==> src/uvsph_pkg.sv <==
package uvsph_pkg;

	localparam int MAX_DIVISIONS_DEF   = 64;
	localparam int TRIG_TABLE_BITS_DEF = 10;

	localparam int QDEPTH = 4;
	localparam int QPTR_W = $clog2(QDEPTH);

	localparam logic [63:0] Q30_ONE    = 64'd1 << 30;
	localparam logic [63:0] HALF_PI_Q30 = 64'd1686629713;

	typedef enum logic [1:0] {
		KIND_VERTEX   = 2'd0,
		KIND_TRIANGLE = 2'd1,
		KIND_ERROR    = 2'd2
	} kind_t;

	typedef enum logic [1:0] {
		REG_RADIUS = 2'd0,
		REG_STACKS = 2'd1,
		REG_SECTORS = 2'd2
	} reg_idx_t;

	typedef struct packed {
		logic [15:0] radius;
		logic [6:0]  stack_count;
		logic [6:0]  sector_count;
	} cfg_t;

	// one grid point after classification and arithmetic
	typedef struct packed {
		logic                err;
		logic                t1;
		logic                t2;
		logic signed [16:0]  x;
		logic signed [16:0]  y;
		logic signed [16:0]  z;
		logic signed [15:0]  nx;
		logic signed [15:0]  ny;
		logic signed [15:0]  nz;
		logic [16:0]         u;
		logic [16:0]         v;
		logic [16:0]         k1;
		logic [16:0]         k2;
	} qe_t;

	// quarter-wave sine in Q1.14, Taylor series in Q30; elaboration only
	function automatic logic [14:0] quarter_sine(int r, int qbits);
		logic [63:0] t, x, x2, a, s;
		t  = 64'(r) << (30 - qbits);
		x  = (t * HALF_PI_Q30) >> 30;
		x2 = (x * x) >> 30;
		a  = Q30_ONE - x2 / 64'd72;
		a  = Q30_ONE - ((x2 * a) >> 30) / 64'd42;
		a  = Q30_ONE - ((x2 * a) >> 30) / 64'd20;
		a  = Q30_ONE - ((x2 * a) >> 30) / 64'd6;
		s  = (x * a) >> 30;
		s  = (s + 64'd32768) >> 16;
		if (s > 64'd16384)
			s = 64'd16384;
		return 15'(s);
	endfunction

	// round half away from zero, then drop sh bits
	function automatic logic signed [63:0] round_sh(logic signed [63:0] v, int sh);
		logic        neg;
		logic [63:0] mag;
		neg = v[63];
		mag = neg ? 64'(-v) : 64'(v);
		mag = (mag + (64'd1 << (sh - 1))) >> sh;
		return neg ? -$signed(mag) : $signed(mag);
	endfunction

endpackage

==> src/uvsph_fifo.sv <==
module uvsph_fifo (
	input  logic            clk,
	input  logic            arst_n,
	input  logic            push,
	input  uvsph_pkg::qe_t  wdata,
	output logic            full,
	input  logic            pop,
	output logic            nonempty,
	output uvsph_pkg::qe_t  rdata
);

	uvsph_pkg::qe_t                 mem_q [uvsph_pkg::QDEPTH];
	logic [uvsph_pkg::QPTR_W-1:0]   wp_q, rp_q;
	logic [uvsph_pkg::QPTR_W:0]     cnt_q;

	assign full     = (cnt_q == (uvsph_pkg::QPTR_W+1)'(uvsph_pkg::QDEPTH));
	assign nonempty = (cnt_q != '0);
	assign rdata    = mem_q[rp_q];

	always_ff @(posedge clk or negedge arst_n) begin
		if (!arst_n) begin
			wp_q  <= '0;
			rp_q  <= '0;
			cnt_q <= '0;
		end else begin
			if (push)
				wp_q <= wp_q + 1'b1;
			if (pop)
				rp_q <= rp_q + 1'b1;
			cnt_q <= cnt_q + (uvsph_pkg::QPTR_W+1)'(push) - (uvsph_pkg::QPTR_W+1)'(pop);
		end
	end

	always_ff @(posedge clk) begin
		if (push)
			mem_q[wp_q] <= wdata;
	end

endmodule

==> config.mk <==
export PLATFORM = sky130hd
export DESIGN_NAME = uvsph_fifo
export DESIGN_NICKNAME = d
export VERILOG_FILES = /design/src/uvsph_pkg.sv /design/src/uvsph_fifo.sv
export SDC_FILE = /design/constraint.sdc
export NUM_CORES = 1
export LEC_CHECK = 0
export BUFFER_PORTS_ARGS = -buffer_cell sky130_fd_sc_hd__buf_2
export CORE_MARGIN = 1
export CORE_UTILIZATION = 53
export CTS_BUF_LIST = sky130_fd_sc_hd__clkbuf_4 sky130_fd_sc_hd__clkbuf_8
export CTS_CLUSTER_DIAMETER = 60
export DETAILED_ROUTE_END_ITERATION = 8
export GPL_TIMING_DRIVEN = 0
export PLACE_DENSITY = 0.84
export SYNTH_ARGS = -nofsm -noshare
export SYNTH_HDL_FRONTEND = slang
export SYNTH_SLANG_ARGS = --single-unit
==> constraint.sdc <==
create_clock -name clk -period 4.7 [get_ports clk]
set_input_delay 0.47 -clock clk [delete_from_list [all_inputs] [get_ports clk]]
set_output_delay 0.47 -clock clk [all_outputs]
set_load 0.05 [all_outputs]
==> reports/summary.txt <==
Status: finished clean
Setup CP Type: register to output port
Post-route ant nets: 0
H-tree depth: 3
Clock Sinks: 687
Worst clock skew: 0.0196 ns
Vias after detailed routing: 12563
Area of the core: 46500 µm²
Sequential power share: 37.3%
Arrival time at the worst endpoint: 2.74 ns
Vias in the first global route: 13464
Clock transition at path regs: 0.06 ns
Ports: 346
Global-route wire length before repair: 80900 µm
Peak supply drop: 625 µV
Register area: 20600 µm²
Required time at the endpoint of the critical path: 4.23 ns
Synth Cell Area: 24900 µm²
Row Count: 79
Critical path launch point type: register
Gate power share: 40.0%
Top-area cell type share of the netlist area: 82.1%
Root Buffer: clkbuf_8
Sw Ratio: 39.4%
Die width: 219 µm
Hold Fails Final Rpt: 0
Initial antenna violation count: 2
Residual DRC count: 0
Nets: 1740
Critical Path Fanout Max: 10
Int Pwr: 13400 µW
Synth-to-Final Area Change: 26.9%
Syn nets: 1103
Vias per Instance: 5.59
Die area: 47800 µm²
Port Buf Inserts: 345
Post-route clock period utilization: 68.2%
Final min period: 3.21 ns
Fill cells: 2748
Final Wtd Congestion: 0.720
Clock share of power: 22.6%
GRT Util Overall: 23.5%
Seq cells post-synth: 687
Cts bufs inserted: 106
DRT Wirelength: 55600 µm
Setup Viol. Count Final: 0
Post-DP HPWL: 31300 µm
CTS Buffer Depth: 3
First DRT Iteration DRCs: 935
Final core occ: 68.0%
Hold_ws: 0.110 ns
Pin count of the biggest net entering global routing: 55
Top cell type by total area after synthesis: edfxtp_1
NetSw: 8720 µW
Min-Delay Path Class: input port to register
DR pass1 iterations: 5
Die Span Y: 219 µm
Slew Limit Headroom: 49.4%
Overflow after GRT: 0
Slew Viols, Final: 0
Post-synthesis area per instance: 27.0 µm²
Synth Warn #: 0
Max Fclk: 0.312 GHz
Initial Utilization: 53.6%
Commonest non-fill, non-tap cell in the layout: edfxtp_1
Tightest Pin Transition: 0.759 ns
TritonCTS clock tree: done
Highest-count cells in the layout ignoring fill and taps: edfxtp_1, buf_2, dlygate4sd3_1
Lkg Pwr: 0.0110 µW
WL/cell: 24.8 µm
Layout cells sized above 1: 44.6%
Post-synthesis sequential area ratio: 82.8%
Area contributors post-synth: edfxtp_1, mux4_2, dfrtp_1, buf_6, buf_2
Yosys cell types: 18
Crit end category: output port
RSZ-0062 raised after global routing: false
Area of the multi-input gates: 4030 µm²
Clock Latency Late Sink: 0.68 ns
CTS resizes: 0
Max-capacitance violation count: 0
PwrDens: 702 nW/µm²
Syn Inst Count: 922
## power by group through the flow
stage	clock [µW]	sequential (µW)	combinational (µW)
global route	5370	8350	9240
floorplan	0	8360	6560
CTS	5060	8250	8900
global placement	0	8470	8470
detailed placement	0	8360	8730
finish	5020	8270	8870
## path summary, 6_finish.rpt
check	startpoint	endpoint	cells past startpoint	slack [ns]
worst max-delay path	rp_q[1]	rdata[151]	5	1.49
worst min-delay path	push	wp_q[0]	2	0.11
worst max register to register	wp_q[0]	mem_q[0][139]	5	2.43
worst min register to register	wp_q[0]	wp_q[0]	1	0.56
max in group asynchronous	arst_n	rp_q[0]	2	4.37
min in group asynchronous	arst_n	cnt_q[0]	2	0.16
## cell usage after synthesis
library cell,n
and2_1,4
buf_6,10
dfrtp_1,7
xnor2_1,3
buf_1,1
or3_1,1
edfxtp_1,680
o21ai_0,1
buf_2,20
fa_1,1
inv_1,6
mux4_2,170
xor2_1,2
nand2_1,2
clkbuf_1,6
and3_1,1
ha_1,6
buf_4,1
## logic make-up (layout without fill, tap and decap cells)
kind of cell               Yosys count  count (layout)  share of synthesized area (%)
DFF                                687             687                           82.8
muxes                              170             170                           15.4
buffers and inverters               44             760                           1.08
and+or+nand+nor                      8               8                          0.181
adders and majority gates            7               7                          0.382
xor gates and xnor gates             5               5                          0.176
AOI/OAI and AO/OA                    1               1                         0.0201
other                                0               2                              0
## critical path: stages, from the launching register on
cell and delay, ns:
dfrtp_1 0.33, buf_2 0.27, buf_2 0.43, buf_2 0.38, mux4_2 0.40, buf_2 0.24
## timing repair
action                    in CTS  in global routing
hold buffers                 172                  0
hold endpoints to repair     688                  0
buffers inserted               0                  0
## flip-flops by register name, indices dropped and copies added (netlist names)
signal,cells
mem_q,680
rp_q,2
wp_q,2
cnt_q,3
## routing by layer
layer	part of all wire [%]	track usage (%)	vias up
li1	-	-	5309
met1	38	29.2	6552
met2	52	39.6	618
met3	8.2	6.47	84
met4	2.2	8.22	0
met5	0	0	-
## layout make-up
type	instances	area share, %
Inverter	6	0.0713
Timing Repair Buffer	529	12.0
Multi-Input combinational cell	191	12.8
Tap cell	607	2.41
Sequential cell	687	65.2
Clock inverter	35	0.919
Buffer	38	0.781
Antenna cell	2	0.0159
Clock buffer	152	5.85
## metrics by stage
step	TNS [ns]	setup WS, ns	cells	cell area, µm²	total power (µW)
floorplan	0	1.55	922	24900	14900
detailed placement	0	2.15	1886	27700	17100
global placement	-35.76	-0.0973	1874	27400	16900
CTS	0	1.38	2245	31600	22200
global route	0	1.35	2246	31600	23000
finish	0	1.49	2247	31600	22200
Power figures use the tool's default switching activity.
