==> config.mk <==
export PLATFORM = sky130hd
export DESIGN_NAME = uvsph_back
export DESIGN_NICKNAME = d
export VERILOG_FILES = /design/src/uvsph_pkg.sv /design/src/uvsph_back.sv
export SDC_FILE = /design/constraint.sdc
export NUM_CORES = 1
export LEC_CHECK = 0
export BUFFER_PORTS_ARGS = -buffer_cell sky130_fd_sc_hd__clkbuf_2
export CAP_MARGIN = 20
export CORE_ASPECT_RATIO = 1.75
export CORE_MARGIN = 2
export CORE_UTILIZATION = 30
export CTS_BUF_LIST = sky130_fd_sc_hd__clkbuf_8
export DETAILED_ROUTE_END_ITERATION = 10
export GPL_ROUTABILITY_DRIVEN = 1
export PLACE_DENSITY = 0.65
export SYNTH_ARGS = -nofsm -noshare
export SYNTH_HDL_FRONTEND = slang
export SYNTH_SLANG_ARGS = --single-unit
export TNS_END_PERCENT = 10
==> constraint.sdc <==
create_clock -name clk -period 10.07 [get_ports clk]
set_clock_uncertainty 0.05 [all_clocks]
set_input_delay 0.5035 -clock clk [delete_from_list [all_inputs] [get_ports clk]]
set_output_delay 0.5035 -clock clk [all_outputs]
set_load 0.02 [all_outputs]
==> src/uvsph_pkg.sv <==
package uvsph_pkg;

	localparam int MAX_DIVISIONS_DEF   = 64;
	localparam int TRIG_TABLE_BITS_DEF = 10;

	localparam int QDEPTH = 4;
	localparam int QPTR_W = $clog2(QDEPTH);

	localparam logic [63:0] Q30_ONE    = 64'd1 << 30;
	localparam logic [63:0] HALF_PI_Q30 = 64'd1686629713;

	typedef enum logic [1:0] {
		KIND_VERTEX   = 2'd0,
		KIND_TRIANGLE = 2'd1,
		KIND_ERROR    = 2'd2
	} kind_t;

	typedef enum logic [1:0] {
		REG_RADIUS = 2'd0,
		REG_STACKS = 2'd1,
		REG_SECTORS = 2'd2
	} reg_idx_t;

	typedef struct packed {
		logic [15:0] radius;
		logic [6:0]  stack_count;
		logic [6:0]  sector_count;
	} cfg_t;

	// one grid point after classification and arithmetic
	typedef struct packed {
		logic                err;
		logic                t1;
		logic                t2;
		logic signed [16:0]  x;
		logic signed [16:0]  y;
		logic signed [16:0]  z;
		logic signed [15:0]  nx;
		logic signed [15:0]  ny;
		logic signed [15:0]  nz;
		logic [16:0]         u;
		logic [16:0]         v;
		logic [16:0]         k1;
		logic [16:0]         k2;
	} qe_t;

	// quarter-wave sine in Q1.14, Taylor series in Q30; elaboration only
	function automatic logic [14:0] quarter_sine(int r, int qbits);
		logic [63:0] t, x, x2, a, s;
		t  = 64'(r) << (30 - qbits);
		x  = (t * HALF_PI_Q30) >> 30;
		x2 = (x * x) >> 30;
		a  = Q30_ONE - x2 / 64'd72;
		a  = Q30_ONE - ((x2 * a) >> 30) / 64'd42;
		a  = Q30_ONE - ((x2 * a) >> 30) / 64'd20;
		a  = Q30_ONE - ((x2 * a) >> 30) / 64'd6;
		s  = (x * a) >> 30;
		s  = (s + 64'd32768) >> 16;
		if (s > 64'd16384)
			s = 64'd16384;
		return 15'(s);
	endfunction

	// round half away from zero, then drop sh bits
	function automatic logic signed [63:0] round_sh(logic signed [63:0] v, int sh);
		logic        neg;
		logic [63:0] mag;
		neg = v[63];
		mag = neg ? 64'(-v) : 64'(v);
		mag = (mag + (64'd1 << (sh - 1))) >> sh;
		return neg ? -$signed(mag) : $signed(mag);
	endfunction

endpackage

==> src/uvsph_back.sv <==
module uvsph_back (
	input  logic               clk,
	input  logic               arst_n,
	input  logic               nonempty,
	input  uvsph_pkg::qe_t     head,
	output logic               pop,
	output logic               out_valid,
	input  logic               out_stall,
	output logic [1:0]         kind,
	output logic signed [16:0] word_a,
	output logic signed [16:0] word_b,
	output logic signed [16:0] word_c,
	output logic signed [15:0] normal_x,
	output logic signed [15:0] normal_y,
	output logic signed [15:0] normal_z,
	output logic [16:0]        tex_u,
	output logic [16:0]        tex_v,
	output logic               last
);

	typedef enum logic [1:0] {PH_VTX, PH_T1, PH_T2} phase_t;

	phase_t phase_q;
	logic   ld, is_last;

	assign ld = !out_valid || !out_stall;

	always_comb begin
		is_last = 1'b1;
		unique case (phase_q)
			PH_VTX:  is_last = head.err || (!head.t1 && !head.t2);
			PH_T1:   is_last = !head.t2;
			PH_T2:   is_last = 1'b1;
			default: is_last = 1'b1;
		endcase
	end

	assign pop = ld && nonempty && is_last;

	always_ff @(posedge clk or negedge arst_n) begin
		if (!arst_n) begin
			phase_q   <= PH_VTX;
			out_valid <= 1'b0;
		end else if (ld) begin
			out_valid <= nonempty;
			if (nonempty) begin
				if (is_last)
					phase_q <= PH_VTX;
				else if (phase_q == PH_VTX && head.t1)
					phase_q <= PH_T1;
				else
					phase_q <= PH_T2;
			end
		end
	end

	always_ff @(posedge clk) begin
		if (ld && nonempty) begin
			last     <= is_last;
			normal_x <= '0;
			normal_y <= '0;
			normal_z <= '0;
			tex_u    <= '0;
			tex_v    <= '0;
			word_a   <= '0;
			word_b   <= '0;
			word_c   <= '0;
			if (head.err) begin
				kind <= uvsph_pkg::KIND_ERROR;
			end else begin
				unique case (phase_q)
					PH_VTX: begin
						kind     <= uvsph_pkg::KIND_VERTEX;
						word_a   <= head.x;
						word_b   <= head.y;
						word_c   <= head.z;
						normal_x <= head.nx;
						normal_y <= head.ny;
						normal_z <= head.nz;
						tex_u    <= head.u;
						tex_v    <= head.v;
					end
					PH_T1: begin
						kind   <= uvsph_pkg::KIND_TRIANGLE;
						word_a <= $signed(head.k1);
						word_b <= $signed(head.k1 + 17'd1);
						word_c <= $signed(head.k2);
					end
					default: begin
						kind   <= uvsph_pkg::KIND_TRIANGLE;
						word_a <= $signed(head.k1 + 17'd1);
						word_b <= $signed(head.k2 + 17'd1);
						word_c <= $signed(head.k2);
					end
				endcase
			end
		end
	end

endmodule

==> impl_metrics.py, run 1 <==
metrics = {
    "drt": {
        "wirelength_um": 18800,
        "viasPerCell": 4.74,
        "drc_errors": 0,
        "firstDrtPassIters": 4,
        "vias": 5200,
        "post_drt_wl_per_cell_um": 17.2,
        "postRouteAntennaNets": 0,
        "drt_first_iter_violations": 234,
    },
    "synthesis": {
        "number_of_enable_type_register_cells_in_the_synthesized_netlist": 136,
        "post_synthesis_cell_area_um2": 6460,
        "synth-async-reset-ratio_pct": 2.16,
        "synth_fp_nets": 701,
        "yosysUniqueCellTypes": 46,
        "synth.avg_cell_area_um2": 12.3,
        "synth.ff_latch_count": 139,
        "synth_cells": 525,
        "synth-warning-count": 0,
        "dominantRegCellSynth": "sky130_fd_sc_hd__edfxtp_1",
        "yosysSeqAreaShare_pct": 64.4,
    },
    "global_route": {
        "grt_start_max_net_pins": 84,
        "globalRoute.totalOverflow": 0,
        "grt_usage_pct": 16.1,
        "grt_first_pass_wirelength_um": 27000,
        "number_of_global_route_vias_before_repair": 4943,
        "grt_antenna_before_repair": 1,
    },
    "timing": {
        "finalSetupViolations": 0,
        "fin_worst_hold_slack_ps": 212,
        "fin_hold_viols": 0,
        "finalCritPeriodShare_pct": 26.8,
        "timing_max_transition_violations_final": 0,
        "timing_worst_slew_pin_value_ps": 946,
        "finalWorstPathRequiredPeriod_ps": 2700,
        "grt_setup_unrepaired": "no",
        "tns_ps": 0,
        "worst_slew_margin_rel_pct": 36.9,
        "clock.fmax_mhz": 370,
    },
    "finish": {
        "layout-area-overhead-vs-synth_pct": 34.8,
        "post_route_cells_drive_above_1_share_pct": 42.3,
        "finalNetCount": 1004,
    },
    "clock_network": {
        "root_buffer": "sky130_fd_sc_hd__clkbuf_8",
        "clock_sinks": 139,
        "clk_path_buf_depth": 2,
        "clock_insertion_delay_worst_skew_ps": 450,
        "htree_depth": 4,
        "cts-buffers-inserted": 17,
        "cts.clk_slew.worst_paths_ps": 80,
        "post_cts_setup_driven_buffer_insertion_count": 0,
        "tritoncts": "built",
    },
    "power_and_ir_drop": {
        "power-per-cell-area_nw_per_um2": 176,
        "cellLeakagePower_nw": 3.70,
        "irDropWorstVdd_uv": 88.2,
    },
    "critical_path": {
        "critPathArrivalTime_ps": 2150,
        "critical_path.startpoint_type": "register",
        "crit_path_end_kind": "output pin",
        "cp_max_fo": 50,
        "timing.setup.critical_path_class": "reg2out",
        "cp_data_required_time_ps": 9520,
    },
    "die": {
        "die_area_um2": 22800,
        "placeableCoreArea_um2": 21300,
        "die_h_um": 198,
        "floorplan.initialDensity_pct": 30.3,
        "num_io_pins": 312,
        "die_width_um": 115,
        "site_row_count": 71,
    },
    "placement": {
        "placement.io_buffers": 311,
        "place.gp.congestion": 0.867,
        "hpwlAfterDp_um": 14300,
    },
    "run_status": {
        "status": "finished, final reports clean",
    },
    "run": {
        "cap_viol_max_count": 0,
    },
    "worst_hold_path": {
        "hold_path.class": "in2reg",
    },
}
-- synth_stat cells, drive strengths merged, types with 4 or more instances --
library cell  count  area (um2)
a211oi           38         285
a21oi            28         140
and2             84         526
and3              4        25.0
buf               5        30.0
clkbuf           27         121
edfxtp          136        4080
inv               7        26.3
nand2            51         191
nand2b            5        31.3
nand3            10        80.1
nand4            10        62.6
nor2             29         109
nor2b            13        81.3
nor3              4        20.0
o21ai             9        45.0
xnor2            16         140
xor2             11        96.3
-- layer usage --
metal / vias up / wire length, um / GRT usage [%]
li1: 2515 / - / -
met1: 2404 / 6780 / 17.0
met2: 240 / 10000 / 28.2
met3: 41 / 1260 / 4.87
met4: 0 / 782 / 8.92
met5: - / 0 / 0
-- per-stage QoR --
step | instance area [um2] | setup slack, ps | instances | total power [W] | util (%)
after floorplan | 6460 | 5730 | 525 | 0.000908 | -
after global placement | 8230 | 7410 | 1063 | 0.00102 | 38.6
after detailed placement | 8230 | 7370 | 1063 | 0.00103 | 38.6
after CTS | 8710 | 7300 | 1096 | 0.00156 | 40.8
after global routing | 8710 | 7160 | 1097 | 0.00161 | 40.8
final | 8710 | 7370 | 1097 | 0.00154 | 40.8
-- report_power, final --
group          internal (W)  switching, W
Sequential         0.000697     0.0000128
Combinational      0.000104      0.000193
Clock              0.000314      0.000215
-- sequential cells by signal, indices dropped and copies added (netlist names) --
| register | cells |
|---|---|
| tex_u | 17 |
| tex_v | 17 |
| kind | 2 |
| last | 1 |
| normal_x | 16 |
| out_valid | 1 |
| phase_q | 2 |
| word_c | 17 |
| word_a | 17 |
| normal_y | 16 |
| word_b | 17 |
| normal_z | 16 |
-- layout by cell type (no fill, tap or decap), types with 3 or more instances in the layout --
master / Yosys / layout
sky130_fd_sc_hd__nand2_1: 51 / 51
sky130_fd_sc_hd__nand4_1: 10 / 10
sky130_fd_sc_hd__nand3_1: 7 / 7
sky130_fd_sc_hd__nor4_1: 3 / 3
sky130_fd_sc_hd__a211o_1: 3 / 3
sky130_fd_sc_hd__buf_4: 1 / 5
sky130_fd_sc_hd__and2_1: 84 / 84
sky130_fd_sc_hd__inv_1: 6 / 7
sky130_fd_sc_hd__bufinv_16: 0 / 5
sky130_fd_sc_hd__nor2b_1: 13 / 13
sky130_fd_sc_hd__nor2_1: 29 / 27
sky130_fd_sc_hd__or3_1: 3 / 3
sky130_fd_sc_hd__mux2i_1: 3 / 3
sky130_fd_sc_hd__edfxtp_1: 136 / 136
sky130_fd_sc_hd__nand2b_1: 5 / 5
sky130_fd_sc_hd__and3_1: 4 / 4
sky130_fd_sc_hd__clkbuf_2: 0 / 311
sky130_fd_sc_hd__a211oi_1: 38 / 38
sky130_fd_sc_hd__o21ai_0: 9 / 9
sky130_fd_sc_hd__xnor2_1: 16 / 16
sky130_fd_sc_hd__a21oi_1: 28 / 28
sky130_fd_sc_hd__nor3_1: 4 / 4
sky130_fd_sc_hd__xor2_1: 11 / 11
sky130_fd_sc_hd__clkbuf_8: 2 / 20
-- worst max-delay path, stage by stage, from the launching register on --
cell and delay [ps]:
sky130_fd_sc_hd__dfrtp_1 370, sky130_fd_sc_hd__buf_4 280, sky130_fd_sc_hd__inv_2 330, sky130_fd_sc_hd__a21oi_1 110, sky130_fd_sc_hd__a211o_1 300, sky130_fd_sc_hd__and2_1 150
sky130_fd_sc_hd__clkbuf_2 150
-- layout make-up --
| class | instances | area, um2 |
|---|---|---|
| multi-input combinational | 346 | 2120 |
| clock buffer | 20 | 275 |
| antenna | 1 | 2.50 |
| fill | 2077 | 12600 |
| timing repair buffer | 317 | 1600 |
| sequential | 139 | 4160 |
| inverter | 7 | 31.3 |
| tap | 255 | 319 |
| clock inverter | 12 | 194 |
-- cell families after synthesis --
family	Yosys count	synth area share (%)
and+or+nand+nor	221	18.7
DFF	139	64.4
AOI/OAI and AO/OA	93	9.49
buffers and inverters	40	2.94
xor gates and xnor gates	27	3.66
muxes	3	0.465
adders and majority gates	2	0.387
-- final timing paths --
check | start | endpoint | slack, ps | cells after the start
max | phase_q[0] | pop | 7370 | 6
min | nonempty | out_valid | 210 | 2
max reg2reg | phase_q[0] | tex_u[0] | 7400 | 6
min reg2reg | out_valid | out_valid | 460 | 2
max in group asynchronous | arst_n | phase_q[1] | 9490 | 2
min in group asynchronous | arst_n | phase_q[1] | 340 | 2
-- repair_timing --
item                      4_1_cts  5_1_grt
gates resized for setup         0        0
hold endpoints to repair        3        0
hold buffers                    1        0
No activity file was read; power rests on OpenSTA's default activity.
==> inputs of run 2 (changes only) <==
clock period = 2.6 ns   (was 10.07 ns; I/O delays follow)
==> run 2 against run 1 <==
Compared with the run above:
- via count rose by 10%
- die area did not move
- core utilization rose by 5.7 points
- register-to-register slack got worse by 7100 ps
- flip-flop and latch count did not move
- sequential power rose to 3.9 times the previous value
- critical path depth rose by 3
- wire length rose by 11%
- non-clock buffer count rose by 125
- final cell count rose by 11%
- global-route usage rose by 1.9 points
- clock power rose to 3.5 times the previous value
- critical endpoint is now word_b[14]
==> impl_metrics.py, run 2 (synthesis gave the netlist of run 1 again) <==
metrics = {
    "clock_network": {
        "clock_sinks": 139,
        "root_buffer": "sky130_fd_sc_hd__clkbuf_8",
        "cts_resized": 0,
        "cts-buffers-inserted": 17,
        "cts.clk_slew.worst_paths_ps": 90,
        "htree_depth": 4,
        "tritoncts": "built",
        "clock_insertion_delay_worst_skew_ps": 460,
        "clk_path_buf_depth": 2,
    },
    "power_and_ir_drop": {
        "p_comb_share_pct": 22.8,
        "pwr-share-clk_pct": 30.9,
        "cellLeakagePower_nw": 4.19,
        "p_seq_share_pct": 46.3,
        "p_sw_share_pct": 29.3,
        "cell_internal_pwr_w": 0.00419,
        "power-per-cell-area_nw_per_um2": 597,
        "irDropWorstVdd_uv": 259,
        "power_switching_w": 0.00173,
    },
    "timing": {
        "grt_setup_unrepaired": "no",
        "finalCritPeriodShare_pct": 95.9,
        "timing_max_transition_violations_final": 0,
        "fin_hold_viols": 0,
        "timing_worst_slew_pin_value_ps": 617,
        "worst_slew_margin_rel_pct": 58.8,
        "clock.fmax_mhz": 401,
        "finalWorstPathRequiredPeriod_ps": 2490,
        "finalSetupViolations": 0,
    },
    "critical_path": {
        "critPathArrivalTime_ps": 2650,
        "cp_max_fo": 5,
        "critical_path.startpoint_type": "primary input",
        "crit_path_end_kind": "register",
        "cp_data_required_time_ps": 2760,
        "timing.setup.critical_path_class": "in2reg",
    },
    "finish": {
        "layout.filler_cells": 1973,
        "layout_commonest_cell": "sky130_fd_sc_hd__clkbuf_2",
        "post_route_cells_drive_above_1_share_pct": 38.2,
        "stdcell_count": 1221,
        "layout-area-overhead-vs-synth_pct": 53.7,
        "insertedDiodeCount": 0,
        "layout_common_cells": "sky130_fd_sc_hd__clkbuf_2 (311), sky130_fd_sc_hd__edfxtp_1 (136), sky130_fd_sc_hd__dlygate4sd3_1 (117)",
        "finalNetCount": 1129,
        "post-route-cell-area_um2": 9930,
    },
    "drt": {
        "routed_length_on_met2_um": 11200,
        "firstDrtPassIters": 5,
        "viasPerCell": 4.70,
        "drc_errors": 0,
        "routed_length_on_met3_um": 1330,
        "post_drt_wl_per_cell_um": 17.1,
        "postRouteAntennaNets": 0,
        "wirelength_um": 20800,
        "vias": 5737,
        "drt_first_iter_violations": 292,
        "met1_length_um": 7570,
        "top_layer": "met4",
    },
    "placement": {
        "hpwlAfterDp_um": 14800,
        "placement.io_buffers": 311,
        "detailed_place.area_um2": 8350,
        "place.gp.congestion": 0.842,
        "placed_cells": 1072,
    },
    "worst_hold_path": {
        "hold_path.class": "in2reg",
    },
    "die": {
        "num_io_pins": 312,
        "floorplan.initialDensity_pct": 30.3,
        "die_width_um": 115,
        "die_h_um": 198,
        "die_area_um2": 22800,
        "site_row_count": 71,
        "placeableCoreArea_um2": 21300,
    },
    "global_route": {
        "grt_antenna_before_repair": 0,
        "globalRoute.totalOverflow": 0,
        "number_of_global_route_vias_before_repair": 5708,
        "grt_usage_pct": 18.0,
        "grt_first_pass_wirelength_um": 30400,
        "grt_start_max_net_pins": 72,
    },
    "run_status": {
        "status": "finished, final reports clean",
    },
    "run": {
        "cap_viol_max_count": 0,
    },
}
## run 2: cell types whose count changed in the layout (fill, tap and decap cells not counted), sizes merged
| cell | before | now |
|---|---|---|
| bufinv | 5 | 3 |
| dlygate4sd3 | 1 | 117 |
| clkinv | 4 | 6 |
| clkinvlp | 0 | 5 |
| diode | 1 | 0 |
| clkbuf | 331 | 328 |
| inv | 10 | 8 |
| buf | 5 | 14 |
## run 2: stage by stage
| step | setup WS [ps] | power, W | utilization, % | TNS (ps) | hold slack (ps) |
|---|---|---|---|---|---|
| after floorplan | -543 | 0.00352 | - | -60860 | -216 |
| final | 107 | 0.00593 | 46.6 | 0 | 51.2 |
| after detailed placement | 604 | 0.00401 | 39.2 | 0 | -101 |
| after global routing | 36.2 | 0.00621 | 46.6 | 0 | 48.0 |
| after CTS | 210 | 0.00600 | 46.6 | 0 | 3.46 |
| after global placement | 614 | 0.00399 | 39.2 | 0 | -103 |
## run 2: worst max-delay path, cell delays in order
cell,delay [ps]
sky130_fd_sc_hd__dlygate4sd3_1,550
sky130_fd_sc_hd__clkbuf_2,170
sky130_fd_sc_hd__ha_1,270
sky130_fd_sc_hd__nand3_1,220
sky130_fd_sc_hd__nor2_1,210
sky130_fd_sc_hd__nand4_1,220
sky130_fd_sc_hd__mux2i_1,200
sky130_fd_sc_hd__o22ai_1,100
sky130_fd_sc_hd__dlygate4sd3_1,570
## run 2: path summary, 6_finish.rpt
check / from / endpoint / slack (ps) / depth (start not counted)
max: head[17] / word_b[14] / 110 / 9
max in group asynchronous: arst_n / phase_q[1] / 1790 / 3
max reg2reg: phase_q[1] / word_c[8] / 320 / 6
min: head[142] / word_b[9] / 50 / 3
min reg2reg: phase_q[1] / phase_q[1] / 640 / 3
min in group asynchronous: arst_n / phase_q[0] / 530 / 3
## run 2: power groups by stage
stage                     registers [W]  logic [W]  clock network (W)
after detailed placement        0.00279    0.00121                  0
final                           0.00274    0.00135            0.00183
after global placement          0.00279    0.00120                  0
after floorplan                 0.00302   0.000494                  0
after CTS                       0.00274    0.00137            0.00189
after global routing            0.00276    0.00148            0.00197
## run 2: repair_timing
item | CTS | global route
endpoints found under the hold margin | 112 | 0
setup endpoints to repair | 0 | 0
hold buffers | 117 | 0
buffers inserted | 0 | 0
## run 2: final cells by class
class / instances / area (um2) / area share [%]
Multi-Input combinational cell: 346 / 2130 / 21.4
Sequential cell: 139 / 4160 / 41.9
Clock buffer: 17 / 234 / 2.36
Tap cell: 255 / 319 / 3.21
Timing Repair Buffer: 442 / 2880 / 29.0
Clock inverter: 15 / 173 / 1.74
Inverter: 7 / 30.0 / 0.302
## run 2: per-layer routing
| layer | track usage [%] | vias up |
|---|---|---|
| met5 | 0 | - |
| met4 | 9.37 | 0 |
| met3 | 4.96 | 47 |
| li1 | - | 2770 |
| met2 | 32.1 | 272 |
| met1 | 19.1 | 2648 |
